==> config.mk <==
export PLATFORM = sky130hd
export DESIGN_NAME = text_console_char_writer_core
export DESIGN_NICKNAME = d
export VERILOG_FILES = /design/src/rtl/core/tcw_pkg.sv /design/src/rtl/core/text_console_char_writer_core.sv /design/src/rtl/core/tcw_step.sv
export VERILOG_INCLUDE_DIRS = /design/src /design/src/rtl/core
export SDC_FILE = /design/constraint.sdc
export NUM_CORES = 1
export LEC_CHECK = 0
export BUFFER_PORTS_ARGS = -buffer_cell sky130_fd_sc_hd__buf_2
export CAP_MARGIN = 5
export CORE_MARGIN = 5
export CORE_UTILIZATION = 36
export DETAILED_ROUTE_END_ITERATION = 16
export GPL_TIMING_DRIVEN = 0
export PLACE_DENSITY = 0.59
export SLEW_MARGIN = 20
export SYNTH_ARGS = -nofsm -noshare
export SYNTH_HDL_FRONTEND = slang
export SYNTH_SLANG_ARGS = --single-unit
==> constraint.sdc <==
create_clock -name clk -period 3.4 [get_ports clk]
set_input_delay 0.17 -clock clk [delete_from_list [all_inputs] [get_ports clk]]
set_output_delay 0.17 -clock clk [all_outputs]
set_load 0.05 [all_outputs]
==> src/rtl/core/assert_macros.svh <==
// Assertion macros included by the core writer module.
`ifndef ASSERT_MACROS_SVH
`define ASSERT_MACROS_SVH

// Same-cycle implication, checked out of reset.
`define ASSERT_IMPLIES(label, clk, rst_n, ante, cons) \
    label: assert property (@(posedge clk) disable iff (!rst_n) (ante) |-> (cons)) \
        else $error("assertion failed: same-cycle implication");

// Next-cycle implication, checked out of reset.
`define ASSERT_NEXT(label, clk, rst_n, ante, cons) \
    label: assert property (@(posedge clk) disable iff (!rst_n) (ante) |=> (cons)) \
        else $error("assertion failed: next-cycle implication");

`endif

==> src/rtl/core/tcw_pkg.sv <==
// Shared types and constants for the text console character writer.
package tcw_pkg;

    localparam int SCREEN_COLUMNS = 80;
    localparam int SCREEN_ROWS    = 25;
    localparam int CELL_COUNT     = SCREEN_COLUMNS * SCREEN_ROWS;
    localparam int CELL_W         = $clog2(CELL_COUNT);
    localparam int COL_W          = $clog2(SCREEN_COLUMNS);
    localparam int CELL_INDEX_W   = 11;
    localparam int CHAR_W         = 8;
    localparam int ATTR_W         = 8;
    localparam int TAB_W          = 5;
    localparam int CFG_INDEX_W    = 1;
    localparam int CFG_DATA_W     = 8;

    localparam logic [CHAR_W-1:0] CODE_BACKSPACE = 8'h08;
    localparam logic [CHAR_W-1:0] CODE_TAB       = 8'h09;
    localparam logic [CHAR_W-1:0] CODE_NEWLINE   = 8'h0A;
    localparam logic [CHAR_W-1:0] CODE_SPACE     = 8'h20;

    localparam logic [TAB_W-1:0]  MAX_TAB        = 5'd16;
    localparam logic [ATTR_W-1:0] ATTR_RESET     = 8'd2;
    localparam logic [TAB_W-1:0]  TAB_RESET      = 5'd4;

    localparam logic [CFG_INDEX_W-1:0] REG_TEXT_ATTRIBUTE = 1'b0;
    localparam logic [CFG_INDEX_W-1:0] REG_TAB_LENGTH     = 1'b1;

    // Cursor position: linear cell address plus the column it sits in.
    typedef struct packed {
        logic [CELL_W-1:0] addr;
        logic [COL_W-1:0]  col;
    } pos_t;

    typedef enum logic [1:0] {
        STEP_INC,
        STEP_DEC,
        STEP_NEWLINE
    } step_op_t;

    typedef enum logic {
        ST_IDLE,
        ST_RUN
    } fsm_t;

endpackage

==> src/rtl/core/text_console_char_writer_core.sv <==
// Text console character writer: cursor sequencer, config registers and output register.
// Each accepted character is held while a small sequencer drives one shared cursor step
// unit, one step per cycle while the output register is free (out_valid low or out_ready
// high): a printable byte, a backspace or a newline takes a single step, and a tab writes
// tab_length blank cells, one per step (tab_length saturated at 16; no cell when it is zero).
// in_ready is high only between characters. A newline, and a backspace at cell zero,
// produce no cell write. Registers (text_attribute, tab_length) are written through cfg_we,
// cfg_index and cfg_data; tab_length is sampled when a character is accepted and
// text_attribute at each cell write.
module text_console_char_writer_core (
    input  logic                                 clk,
    input  logic                                 rst_n,
    input  logic                                 cfg_we,
    input  logic [tcw_pkg::CFG_INDEX_W-1:0]      cfg_index,
    input  logic [tcw_pkg::CFG_DATA_W-1:0]       cfg_data,
    input  logic                                 in_valid,
    output logic                                 in_ready,
    input  logic [tcw_pkg::CHAR_W-1:0]           char_code,
    output logic                                 out_valid,
    input  logic                                 out_ready,
    output logic [tcw_pkg::CELL_INDEX_W-1:0]     cell_index,
    output logic [tcw_pkg::CHAR_W-1:0]           cell_char,
    output logic [tcw_pkg::ATTR_W-1:0]           cell_attr,
    output logic                                 last_cell
);
    import tcw_pkg::*;

    `include "assert_macros.svh"

    fsm_t              state_reg, state_next;
    logic [CHAR_W-1:0] char_reg, char_next;
    logic [TAB_W-1:0]  count_reg, count_next;
    pos_t              cursor_reg, cursor_next;
    logic [ATTR_W-1:0] attr_reg;
    logic [TAB_W-1:0]  tab_reg;

    logic                    out_valid_reg, out_valid_next;
    logic [CELL_INDEX_W-1:0] index_reg, index_next;
    logic [CHAR_W-1:0]       out_char_reg, out_char_next;
    logic [ATTR_W-1:0]       out_attr_reg;
    logic                    last_reg, last_next;

    logic              load;
    logic              slot_free;
    logic [TAB_W-1:0]  tab_len;
    step_op_t          step_op;
    pos_t              step_pos;

    // Shared cursor step unit
    tcw_step u_step (
        .pos      (cursor_reg),
        .op       (step_op),
        .pos_next (step_pos)
    );

    // Configuration registers
    always_ff @(posedge clk or negedge rst_n)
    begin
        if (!rst_n)
        begin
            attr_reg <= ATTR_RESET;
            tab_reg  <= TAB_RESET;
        end
        else if (cfg_we)
        begin
            unique case (cfg_index)
                REG_TEXT_ATTRIBUTE: attr_reg <= cfg_data;
                REG_TAB_LENGTH:     tab_reg  <= cfg_data[TAB_W-1:0];
                default:            attr_reg <= attr_reg;
            endcase
        end
    end

    // Saturate the tab length
    assign tab_len   = (tab_reg > MAX_TAB) ? MAX_TAB : tab_reg;
    assign slot_free = !out_valid_reg || out_ready;
    assign in_ready  = (state_reg == ST_IDLE);

    // Sequencer: next state, cursor and output load
    always_comb
    begin
        state_next    = state_reg;
        char_next     = char_reg;
        count_next    = count_reg;
        cursor_next   = cursor_reg;
        step_op       = STEP_INC;
        load          = 1'b0;
        index_next    = CELL_INDEX_W'(cursor_reg.addr);
        out_char_next = char_reg;
        last_next     = 1'b1;

        unique case (state_reg)
            ST_IDLE:
            begin
                // Capture the request
                if (in_valid)
                begin
                    char_next  = char_code;
                    count_next = tab_len;
                    state_next = ST_RUN;
                end
            end
            ST_RUN:
            begin
                if (slot_free)
                begin
                    priority if (char_reg == CODE_NEWLINE)
                    begin
                        step_op     = STEP_NEWLINE;
                        cursor_next = step_pos;
                        state_next  = ST_IDLE;
                    end
                    else if (char_reg == CODE_TAB)
                    begin
                        // One blank cell per step until the count runs out
                        if (count_reg == '0)
                        begin
                            state_next = ST_IDLE;
                        end
                        else
                        begin
                            load          = 1'b1;
                            out_char_next = CODE_SPACE;
                            last_next     = (count_reg == TAB_W'(1));
                            cursor_next   = step_pos;
                            count_next    = count_reg - 1'b1;
                            if (count_reg == TAB_W'(1))
                            begin
                                state_next = ST_IDLE;
                            end
                        end
                    end
                    else if (char_reg == CODE_BACKSPACE)
                    begin
                        // Step back and blank, nothing at cell zero
                        step_op = STEP_DEC;
                        if (cursor_reg.addr != '0)
                        begin
                            load          = 1'b1;
                            cursor_next   = step_pos;
                            index_next    = CELL_INDEX_W'(step_pos.addr);
                            out_char_next = CODE_SPACE;
                        end
                        state_next = ST_IDLE;
                    end
                    else
                    begin
                        // Printable: write at the cursor and advance
                        load        = 1'b1;
                        cursor_next = step_pos;
                        state_next  = ST_IDLE;
                    end
                end
            end
            default:
            begin
                state_next = ST_IDLE;
            end
        endcase
    end

    // Output valid: set on load, drop when taken
    always_comb
    begin
        if (load)
        begin
            out_valid_next = 1'b1;
        end
        else if (out_ready)
        begin
            out_valid_next = 1'b0;
        end
        else
        begin
            out_valid_next = out_valid_reg;
        end
    end

    // Control state
    always_ff @(posedge clk or negedge rst_n)
    begin
        if (!rst_n)
        begin
            state_reg     <= ST_IDLE;
            count_reg     <= '0;
            cursor_reg    <= '0;
            out_valid_reg <= 1'b0;
        end
        else
        begin
            state_reg     <= state_next;
            count_reg     <= count_next;
            cursor_reg    <= cursor_next;
            out_valid_reg <= out_valid_next;
        end
    end

    // Payload registers
    always_ff @(posedge clk)
    begin
        char_reg <= char_next;
        if (load)
        begin
            index_reg    <= index_next;
            out_char_reg <= out_char_next;
            out_attr_reg <= attr_reg;
            last_reg     <= last_next;
        end
    end

    assign out_valid  = out_valid_reg;
    assign cell_index = index_reg;
    assign cell_char  = out_char_reg;
    assign cell_attr  = out_attr_reg;
    assign last_cell  = last_reg;

    // Cursor stays on the screen and its column stays in range
    `ASSERT_IMPLIES(a_cursor_range, clk, rst_n, 1'b1,
                    cursor_reg.addr <= CELL_W'(CELL_COUNT - 1))
    `ASSERT_IMPLIES(a_col_range, clk, rst_n, 1'b1,
                    cursor_reg.col <= COL_W'(SCREEN_COLUMNS - 1))
    // A final cell write ends the character
    `ASSERT_NEXT(a_last_ends, clk, rst_n, load && last_next, state_reg == ST_IDLE)

endmodule

==> src/rtl/core/tcw_step.sv <==
// Shared cursor step unit: advance, step back or go to the next row start.
module tcw_step (
    input  tcw_pkg::pos_t     pos,
    input  tcw_pkg::step_op_t op,
    output tcw_pkg::pos_t     pos_next
);
    import tcw_pkg::*;

    localparam logic [CELL_W-1:0] LAST_CELL     = CELL_W'(CELL_COUNT - 1);
    localparam logic [CELL_W-1:0] LAST_ROW_BASE = CELL_W'(CELL_COUNT - SCREEN_COLUMNS);
    localparam logic [CELL_W-1:0] ROW_STRIDE    = CELL_W'(SCREEN_COLUMNS);
    localparam logic [COL_W-1:0]  LAST_COL      = COL_W'(SCREEN_COLUMNS - 1);

    logic [CELL_W-1:0] row_base;

    // Start of the current row
    assign row_base = pos.addr - CELL_W'(pos.col);

    always_comb
    begin
        pos_next = pos;
        unique case (op)
            STEP_INC:
            begin
                // Advance one cell, wrap past the last cell to the top left
                if (pos.addr == LAST_CELL)
                begin
                    pos_next.addr = '0;
                    pos_next.col  = '0;
                end
                else
                begin
                    pos_next.addr = pos.addr + 1'b1;
                    pos_next.col  = (pos.col == LAST_COL) ? '0 : pos.col + 1'b1;
                end
            end
            STEP_DEC:
            begin
                // Step back one cell; caller keeps this off cell zero
                pos_next.addr = pos.addr - 1'b1;
                pos_next.col  = (pos.col == '0) ? LAST_COL : pos.col - 1'b1;
            end
            STEP_NEWLINE:
            begin
                // Jump to the next row start, last row wraps to the top
                pos_next.addr = (row_base == LAST_ROW_BASE) ? '0 : row_base + ROW_STRIDE;
                pos_next.col  = '0;
            end
            default:
            begin
                pos_next = pos;
            end
        endcase
    end

endmodule
# Word level (Yosys, flattened, before mapping)
# Index checks and enable logic that the tools add are counted.
# totals
input_bits	22
output_inout_bits	30
ff_bits	74
word_cells	104
# op_classes
n_addsub	7
n_eq_ne	16
muxes	51
reduce_logical	13
order_cmp	1
bitwise_logic	4
# ops
op	n
18-bit 2-to-1 mux	6
11-bit 2-to-1 mux	7
8-bit 2-to-1 mux	7
18-bit case mux with 3 select lines	1
5-bit 2-to-1 mux	6
8-bit by 4-bit equality test with 1-bit output, second input constant	3
11-bit equality test, second input constant	2
1-bit 2-to-1 mux	17
7-bit 2-to-1 mux	2
11-bit by 1-bit adder with 11-bit output, second input constant	1
11-bit by 7-bit adder with 11-bit output, second input constant	1
11-bit nonzero test	1
11-bit by 1-bit subtractor with 11-bit output, second input constant	1
11-bit by 7-bit subtractor with 11-bit output	1
5-bit case mux with 2 select lines	1
7-bit by 1-bit adder with 7-bit output, second input constant	1
7-bit equality test, second input constant	1
7-bit logical NOT	1
7-bit by 1-bit subtractor with 7-bit output, second input constant	1
2-bit 2-to-1 mux	3
2-bit inequality test, second input constant	3
2-bit AND reduction	3
5-bit by 1-bit equality test with 1-bit output, second input constant	1
5-bit greater-than comparator, second input constant	1
other kinds (16)	20

# Longest topological paths before layout
# Gate-level depths: netlist of run 1.
# depth
depth_word	14
ltp_mapped	14
depth_no_buf	14

# By module
# Synthesis of run 1 repeated with hierarchy kept, for this count alone.
# unflattened
hier_cells	526
hier_area_um2	4928.5
# modules_own_cells
mod	area_per_inst_um2	cells_each	instances	seq_area_each_um2
text_console_char_writer_core	3189.3	258	1	2034.5
tcw_step	1739.2	268	1	0.0

# Least setup slack after synthesis of run 1
# OpenSTA, ideal clock, no wires.
# synth_path
path_type	register -> register
from	reg cursor_reg[7] (netlist name)
to	reg cursor_reg[17] (netlist name)
setup_time_ns	0.087
arrival_time_ns	2.918
t_required_ns	3.313
n_path_buf	0
path_slack_ns	0.395
stages_incl_launch_ff	13
period_less_slack_ns	3.005
cell_sequence	dfrtp_1 -> inv_1 -> ha_1 -> fa_1 -> nor2b_4 -> o21a_1 -> o21a_1 -> nor2_1 -> ha_1 -> o311ai_0 -> o21ai_0 -> or4_1 -> o211ai_1
# synth_via
elab_chain_cells	8
word_cells_on_any_way	17
cone_classes	add/sub (4); eq/ne (3); mux (8); reduce/logical (2)
# synth_rtl
element	line	rtl
from (decl)	text_console_char_writer_core.sv:33	pos_t cursor_reg, cursor_next;
from (signal assigned)	text_console_char_writer_core.sv:193	cursor_reg <= cursor_next;
11-bit by 7-bit subtractor with 11-bit output	tcw_step.sv:17	assign row_base = pos.addr - CELL_W'(pos.col);
11-bit by 7-bit adder with 11-bit output / 11-bit equality test (equally long branches)	tcw_step.sv:46	pos_next.addr = (row_base == LAST_ROW_BASE) ? '0 : row_base + ROW_STRIDE;
11-bit 2-to-1 mux	tcw_step.sv:46	
18-bit case mux with 3 select lines	tcw_step.sv:22	unique case (op)
18-bit 2-to-1 mux	text_console_char_writer_core.sv:137	if (cursor_reg.addr != '0)
18-bit 2-to-1 mux	text_console_char_writer_core.sv:133	else if (char_reg == CODE_BACKSPACE)
18-bit 2-to-1 mux	text_console_char_writer_core.sv:113	else if (char_reg == CODE_TAB)
18-bit 2-to-1 mux	text_console_char_writer_core.sv:107	priority if (char_reg == CODE_NEWLINE)
# Several ways; a longest one is shown, not always the timed one. The select of a mux whose other input is x is not followed.
# A chain may end at the register's enable or synchronous reset.

# Worst setup path after layout of run 1
# layout_path
from	reg cursor_reg[7] (netlist name)
to	reg index_reg[8], in the netlist cell_index[8] (data pin)
# layout_via
elab_chain_cells	10
word_cells_on_any_way	16
cone_classes	add/sub (4); eq/ne (2); mux (9); reduce/logical (1)
# layout_rtl
element	line	rtl
11-bit by 7-bit subtractor with 11-bit output	tcw_step.sv:17	
11-bit by 7-bit adder with 11-bit output / 11-bit equality test (equally long branches)	tcw_step.sv:46	
11-bit 2-to-1 mux	tcw_step.sv:46	
18-bit case mux with 3 select lines	tcw_step.sv:22	
11-bit 2-to-1 mux (*)	text_console_char_writer_core.sv:137	
11-bit 2-to-1 mux (*)	text_console_char_writer_core.sv:133	
11-bit 2-to-1 mux (*)	text_console_char_writer_core.sv:113	
11-bit 2-to-1 mux (*)	text_console_char_writer_core.sv:107	
11-bit 2-to-1 mux (*)	text_console_char_writer_core.sv:105	if (slot_free)
11-bit 2-to-1 mux (*)	text_console_char_writer_core.sv:92	unique case (state_reg)
net index_next[8]	text_console_char_writer_core.sv:38	logic [CELL_INDEX_W-1:0] index_reg, index_next;
to (signal assigned)	text_console_char_writer_core.sv:204	index_reg <= index_next;
to (decl)	text_console_char_writer_core.sv:38	
# The timed path passes the listed nets; every way through them passes the cells marked *.

==> results of run 1 <==
worst register-to-register path, cell delays in order, from the launching register on:
cell and delay [ps]:
sky130_fd_sc_hd__dfrtp_2 370, sky130_fd_sc_hd__inv_1 100, sky130_fd_sc_hd__ha_1 240, sky130_fd_sc_hd__fa_2 380
sky130_fd_sc_hd__nor2b_4 140, sky130_fd_sc_hd__o21a_1 150, sky130_fd_sc_hd__o21a_1 140, sky130_fd_sc_hd__nor2_1 60
sky130_fd_sc_hd__inv_1 100, sky130_fd_sc_hd__ha_1 150, sky130_fd_sc_hd__nand4_1 170, sky130_fd_sc_hd__a211oi_4 360
sky130_fd_sc_hd__a31oi_4 210, sky130_fd_sc_hd__a31oi_2 280, sky130_fd_sc_hd__o21ai_1 120
worst max path at each step:
stage | startpoint | to | cells past startpoint
2_1_floorplan | cursor_reg[7]$_DFFE_PN0P_ | cursor_reg[17]$_DFFE_PN0P_ | 12
3_3_place_gp | cursor_reg[12]$_DFFE_PN0P_ | cell_attr[7]$_DFFE_PP_ | 6
3_5_place_dp | cursor_reg[7]$_DFFE_PN0P_ | cell_index[8]$_DFFE_PP_ | 14
4_1_cts | char_reg[5]$_DFFE_PP_ | cell_index[3]$_DFFE_PP_ | 7
5_1_grt | cursor_reg[0]$_DFFE_PN0P_ | cell_index[8]$_DFFE_PP_ | 13
6_report | cursor_reg[7]$_DFFE_PN0P_ | cell_index[8]$_DFFE_PP_ | 14
stage by stage:
stage | setup WS, ps | setup TNS (ps)
after floorplan | 395.1 | 0
after global placement | -386.9 | -11040
after detailed placement | -19.47 | -22.35
after CTS | 11.10 | 0
after global routing | -10.64 | -12.34
final | 146.8 | 0
per-layer routing:
| metal | vias to the layer above | wire length [µm] |
|---|---|---|
| met2 | 133 | 5512 |
| met4 | 0 | 194 |
| li1 | 1830 | - |
| met1 | 1837 | 5473 |
| met3 | 16 | 700 |
| met5 | - | 0 |
placed cells by master (no fill, tap or decap), types with 5 or more instances in the layout:
cell type                   count
sky130_fd_sc_hd__xnor2_1        5
sky130_fd_sc_hd__nand2_1       42
sky130_fd_sc_hd__xor2_1         5
sky130_fd_sc_hd__nor2_1        28
sky130_fd_sc_hd__buf_2         54
sky130_fd_sc_hd__nand3_1       16
sky130_fd_sc_hd__nor3_1        15
sky130_fd_sc_hd__mux2_2        14
sky130_fd_sc_hd__o22ai_1        6
sky130_fd_sc_hd__a21o_1         5
sky130_fd_sc_hd__dfrtp_1       30
sky130_fd_sc_hd__dfrtp_2        6
sky130_fd_sc_hd__ha_1          16
sky130_fd_sc_hd__clkbuf_1      23
sky130_fd_sc_hd__clkbuf_16      9
sky130_fd_sc_hd__a221o_1        5
sky130_fd_sc_hd__inv_1         24
sky130_fd_sc_hd__nand4_1        5
sky130_fd_sc_hd__o221a_2        5
sky130_fd_sc_hd__edfxtp_1      36
sky130_fd_sc_hd__buf_6          5
sky130_fd_sc_hd__a21oi_1       16
sky130_fd_sc_hd__o221ai_1       5
sky130_fd_sc_hd__o21ai_0       29
sky130_fd_sc_hd__and3_1        11
sky130_fd_sc_hd__nor2b_1        5
cell type report:
cell class	count	area, µm²
clock inverter	5	31.28
inverter	24	90.09
clock buffer	11	232.7
sequential	74	2042
multi-input combinational	325	2292
fill	1207	6755
buffer	29	150.1
tap	168	210.2
timing repair buffer	55	307.8
cell usage after synthesis, types with 3 or more instances:
cell,count
sky130_fd_sc_hd__and2_1,3
sky130_fd_sc_hd__nor2_1,29
sky130_fd_sc_hd__ha_1,16
sky130_fd_sc_hd__mux2_2,14
sky130_fd_sc_hd__nand3_1,16
sky130_fd_sc_hd__a21o_1,5
sky130_fd_sc_hd__buf_2,3
sky130_fd_sc_hd__a22oi_1,4
sky130_fd_sc_hd__a31oi_1,6
sky130_fd_sc_hd__mux2i_1,3
sky130_fd_sc_hd__o21a_1,4
sky130_fd_sc_hd__nand2b_1,4
sky130_fd_sc_hd__nand2_1,42
sky130_fd_sc_hd__xor2_1,5
sky130_fd_sc_hd__o221ai_1,5
sky130_fd_sc_hd__or4_1,3
sky130_fd_sc_hd__edfxtp_1,36
sky130_fd_sc_hd__dfrtp_1,36
sky130_fd_sc_hd__inv_1,24
sky130_fd_sc_hd__nor3b_1,4
sky130_fd_sc_hd__nand4_1,5
sky130_fd_sc_hd__clkbuf_1,21
sky130_fd_sc_hd__nor3_1,16
sky130_fd_sc_hd__o31ai_1,5
sky130_fd_sc_hd__o22ai_1,6
sky130_fd_sc_hd__a221o_1,5
sky130_fd_sc_hd__nor4_1,4
sky130_fd_sc_hd__xnor2_1,5
sky130_fd_sc_hd__o21ai_0,32
sky130_fd_sc_hd__o221a_2,5
sky130_fd_sc_hd__and3_1,11
sky130_fd_sc_hd__nor2b_1,5
sky130_fd_sc_hd__a21oi_1,16
sky130_fd_sc_hd__buf_6,5
timing repair:
item,in CTS,in global routing
setup buffers,0,2
setup endpoints to repair,4,13
hold buffers,1,0
gates cloned,0,0
pin swaps,1,4
endpoints found under the hold margin,1,0
gates resized for setup,1,19
kinds of logic after synthesis:
kind of cell | count (synthesis)
xor+xnor | 10
flops | 74
fa+ha+maj | 17
simple gates | 154
buf+inv | 53
mux | 17
compound gates | 127
power by group through the flow:
stage	clock (mW)	sequential, mW	combinational (mW)
final	0.861	1.51	3.32
after global routing	0.919	1.55	3.61
after CTS	0.881	1.51	3.20
after detailed placement	0	1.53	3.18
after global placement	0	1.53	3.08
after floorplan	0	1.91	2.01
==> parameters.txt, run 1 <==
Parameter                              Value

Outcome
  Status    complete, but fails checks
  Violated checks    hold timing

Cells and area
  Synth-to-layout area growth    19.35%
  Final core utilization    44.23%
  Share of cells above drive strength 1    24.09%
  Non-filler instance count after layout    691
  Final antenna diode count    0
  Net total in the final layout    557
  Finished Cell Area    5356 µm²
  Flip-flop count of the largest register after layout    18

Synth
  Simple-gate share of the synthesized area    17.48%
  Mapped Nets    491
  Post-synthesis adder-cell area fraction    4.907%
  Register bit total from synthesis    74
  Leading register cell type out of synthesis    sky130_fd_sc_hd__edfxtp_1
  Synthesized instance count    452
  Post-synthesis sequential area ratio    45.33%
  Count of synthesis-stage warnings from yosys    0
  Complex-gate fraction of the synthesized area    20.80%
  Number of distinct standard cells referenced by the synthesized netlist    71
  Mux contribution to synthesized area    4.182%
  Mean post-synth cell area    9.929 µm²
  Library cell occupying the most area in the post-synthesis netlist    sky130_fd_sc_hd__edfxtp_1
  Synth Area in XOR/XNOR    1.951%
  Post-synth top area share    24.09%
  Largest cells by area after synthesis    sky130_fd_sc_hd__edfxtp_1 (24%), sky130_fd_sc_hd__dfrtp_1 (20%), sky130_fd_sc_hd__ha_1 (4.5%)
  Number of enable flip-flop cells after synthesis    36
  Largest family of logic cells by synthesized area    compound AO/OA/AOI/OAI gates
  Proportion of register bits with asynchronous set or reset after synthesis    51.35%
  Total standard cell area after synthesis    4488 µm²

Clock network
  Clock transition time at the flip-flop clock pins of the worst setup and hold paths    60 ps
  Worst-case clock buffer depth    2
  H-Tree Depth    3
  Worst skew pair latency    330 ps
  Number of CTS-inserted buffers    9
  Clock tree from TritonCTS    built
  Sink Count    74
  Root cell of the clock tree    sky130_fd_sc_hd__clkbuf_16

Detailed routing
  Initial drt markers    342
  Number of search-and-repair iterations in the first detailed-routing pass    5
  Vias after detailed routing    3816
  Sum of routed wire length over all layers    11.88 mm
  Average routed wire per standard cell    17.19 µm
  DRC viols    0
  Final antenna-violating net count    0
  Number of vias per cell    5.522

Floorplanning
  Starting Density    37.06%
  Core Rows    40
  Die outline area    14800 µm²
  Number of top-level design ports    52
  Core footprint    12110 µm²
  Die span in y    121.7 µm
  Die boundary width    121.7 µm

Global routing
  Global-route wire length before repair    19.53 mm
  Initial antenna violation count    0
  Met2 Resource Use GR    26.08%
  Number of global-route vias before repair    3730
  Pin count of the biggest net entering global routing    39
  GRT Max-Usage Layer    met2
  Global Route met1 Usage    22.80%
  Met3 Track Usage GR    3.157%
  Global-route usage over all layers    16.60%
  GR Overflow Total    0

Worst setup path
  Arrival time of data at the critical path endpoint    3300 ps
  Crit-path slowest cell    sky130_fd_sc_hd__fa_2
  Endpoint of the most critical register-to-register path    cell_index[8]$_DFFE_PP_
  Crit end category    register
  Critical Path Source Type    register
  Worst EP required    3450 ps
  Buffers & Inverters on Critical Path    2
  CP delay by family, top    compound AO/OA/AOI/OAI gates
  Crit-path cells    inv_1 -> ha_1 -> fa_2 -> nor2b_4 -> o21a_1 -> o21a_1 -> nor2_1 -> inv_1 -> ha_1 -> nand4_1 -> a211oi_4 -> a31oi_4 -> a31oi_2 -> o21ai_1
  Logic depth of the worst register-to-register path    14
  CP Max Fanout    6
  Peak per-stage delay on the critical path    380 ps
  R2R Path Start    cursor_reg[7]$_DFFE_PN0P_
  Register-to-Register Setup Slack    150 ps
  Type of the worst setup path    register to register

Pwr
  Internal power component    2.960 mW
  Power per standard cell area    1064 nW/µm²
  Part of the power in registers    26.6%
  Switching part of the total power    48.04%
  Net switching component of the power    2.737 mW
  Peak supply drop    336.2 µV
  Static leakage power    2.122 nW
  Power, Total    5.698 mW
  Comb pwr share    58.3%
  Proportion of power drawn by the clock network    15.1%

STA
  Pins Over Slew Limit    0
  Post-route fraction of the period consumed by the critical path    95.68%
  Count of final setup violators    0
  Max-Slew Margin vs Limit    34.53%
  Hold violation total from the final report    36
  Final min period    3253 ps
  Tightest Pin Transition    980.0 ps
  Hold WS    -24.25 ps
  Achievable frequency    307.4 MHz
  Setup skew after layout    8.424 ps

Hold path
  Worst Hold Class    primary input to asynchronous set/reset pin

Placement
  HPWL after detailed placement    8.629 mm
  Number of instances in the placed design    672
  Routability congestion estimate from global placement    0.8584
  Post-detailed-placement cell area    4989 µm²
  Number of I/O port buffers    51

Job
  Maximum Capacitance Violations    0
Power figures use the tool's default switching activity.
==> run 2, diff against run 1 <==
--- a/config.mk
+++ b/config.mk
@@ -6,13 +6,13 @@
 export SDC_FILE = /design/constraint.sdc
 export NUM_CORES = 1
 export LEC_CHECK = 0
-export BUFFER_PORTS_ARGS = -buffer_cell sky130_fd_sc_hd__buf_2
 export CAP_MARGIN = 5
 export CORE_MARGIN = 5
 export CORE_UTILIZATION = 36
 export DETAILED_ROUTE_END_ITERATION = 16
+export DONT_BUFFER_PORTS = 1
 export GPL_TIMING_DRIVEN = 0
-export PLACE_DENSITY = 0.59
+export PLACE_DENSITY = 0.55
 export SLEW_MARGIN = 20
 export SYNTH_ARGS = -nofsm -noshare
 export SYNTH_HDL_FRONTEND = slang
==> parameters.txt, run 2 (synthesis results as in run 1) <==
Parameter                              Value

Floorplanning
  Core Rows    40
  Die span in y    121.7 µm
  Die outline area    14800 µm²
  Starting Density    37.06%
  Core footprint    12110 µm²
  Number of top-level design ports    52
  Die boundary width    121.7 µm

Worst setup path
  Crit end category    register
  CP delay by family, top    compound AO/OA/AOI/OAI gates
  Crit-path cells    inv_1 -> ha_1 -> o21ai_1 -> a2111oi_0 -> a211oi_2 -> inv_1 -> ha_1 -> o311ai_0 -> o21ai_0 -> or4_1 -> o211ai_1
  Type of the worst setup path    register to register
  Peak per-stage delay on the critical path    520 ps
  Buffers & Inverters on Critical Path    2
  Crit-path slowest cell    sky130_fd_sc_hd__or4_1
  Critical Path Source Type    register
  Arrival time of data at the critical path endpoint    3470 ps
  Worst EP required    3660 ps
  CP Max Fanout    7

Cells and area
  Highest-count cells in the layout ignoring fill and taps    sky130_fd_sc_hd__nand2_1 (42), sky130_fd_sc_hd__edfxtp_1 (36), sky130_fd_sc_hd__dfrtp_1 (33)
  Final core utilization    43.98%
  Commonest non-fill, non-tap cell in the layout    sky130_fd_sc_hd__nand2_1
  Final antenna diode count    0
  Share of cells above drive strength 1    15.34%
  Synth-to-layout area growth    18.68%
  Net total in the final layout    523
  Flip-flop count of the largest register after layout    18

Outcome
  Status    finished, final reports clean

Global routing
  Initial antenna violation count    0
  Pin count of the biggest net entering global routing    39
  Global Route met1 Usage    21.37%
  GR Overflow Total    0
  Global-route wire length before repair    19.04 mm
  GRT Max-Usage Layer    met2
  Global-route usage over all layers    16.39%
  Met2 Resource Use GR    26.67%
  Met3 Track Usage GR    4.085%
  Number of global-route vias before repair    3654

Placement
  Setup Slack @ Placement    -75.75 ps
  HPWL after detailed placement    8.677 mm
  Number of I/O port buffers    0
  Routability congestion estimate from global placement    0.8616

Detailed routing
  Average routed wire per standard cell    17.95 µm
  Final antenna-violating net count    0
  Number of search-and-repair iterations in the first detailed-routing pass    5
  Vias after detailed routing    3716
  DRC viols    0
  Sum of routed wire length over all layers    11.80 mm
  Number of vias per cell    5.656
  Initial drt markers    295

Pwr
  Peak supply drop    367.1 µV
  Power per standard cell area    1077 nW/µm²
  Static leakage power    2.014 nW

STA
  RSZ-0062 raised after global routing    false
  Setup skew after layout    14.42 ps
  Achievable frequency    310.7 MHz
  Final min period    3219 ps
  Tightest Pin Transition    690.1 ps
  Pins Over Slew Limit    0
  Final worst setup slack    181.2 ps
  Count of final setup violators    0
  Hold violation total from the final report    0
  Post-route fraction of the period consumed by the critical path    94.67%
  Max-Slew Margin vs Limit    53.72%

Clock network
  Sink Count    74
  Number of CTS-inserted buffers    9
  Clock transition time at the flip-flop clock pins of the worst setup and hold paths    70 ps
  Worst-case clock buffer depth    2
  H-Tree Depth    3
  Clock tree from TritonCTS    built
  Worst skew pair latency    350 ps
  Root cell of the clock tree    sky130_fd_sc_hd__clkbuf_16

Job
  Maximum Capacitance Violations    0

Hold path
  Worst Hold Class    primary input to register
[run 2: area by class of cell]
type	count	area, µm²
fill	1183	6785
clock buffer	11	242.7
inverter	24	90.09
sequential	74	2038
timing repair buffer	21	235.2
tap	168	210.2
buffer	29	150.1
clock inverter	5	62.56
multi-input combinational	325	2297
[run 2: path summary, 6_finish.rpt]
kind	startpoint	to	slack (ps)	cells after the start
worst max-delay path	cursor_reg[2]$_DFFE_PN0P_	cursor_reg[17]$_DFFE_PN0P_	180	11
worst min-delay path	out_ready	out_valid$_DFFE_PN0P_	20	2
worst max register to register	cursor_reg[2]$_DFFE_PN0P_	cursor_reg[17]$_DFFE_PN0P_	180	11
worst min register to register	attr_reg[2]$_DFFE_PN0P_	cell_attr[2]$_DFFE_PP_	440	0
max in group asynchronous	rst_n	attr_reg[1]$_DFFE_PN1P_	2830	2
min in group asynchronous	rst_n	cursor_reg[2]$_DFFE_PN0P_	300	2
[run 2: per-layer routing]
layer  vias to the layer above  wire, µm
met5                         -         0
met4                         0       240
met3                        20       486
met2                       108      5540
met1                      1823      5527
li1                       1765         -
[run 2: power breakdown]
part	internal [mW]	switching, mW
clock	0.592	0.387
sequential	1.31	0.656
combinational	1.09	1.70
total	2.99	2.74
[run 2: what timing repair did]
| action | CTS | global route |
|---|---|---|
| gates resized for setup | 3 | 14 |
| hold buffers | 19 | 0 |
| setup endpoints to repair | 4 | 16 |
| buffers inserted | 0 | 1 |
| pin swaps | 1 | 6 |
| endpoints found under the hold margin | 60 | 0 |
[run 2: metrics by stage]
stage | instance area, µm² | std cells | total power, mW | hold WS [ps] | setup TNS, ps
2_1_floorplan | 4488 | 452 | 3.922 | -125.6 | 0
3_3_place_gp | 4698 | 620 | 4.525 | -124.3 | -9814
3_5_place_dp | 4733 | 621 | 4.603 | -124.4 | -192.3
4_1_cts | 5251 | 656 | 5.654 | 11.71 | 0
5_1_grt | 5326 | 657 | 6.109 | 24.93 | 0
6_report | 5326 | 657 | 5.737 | 20.59 | 0
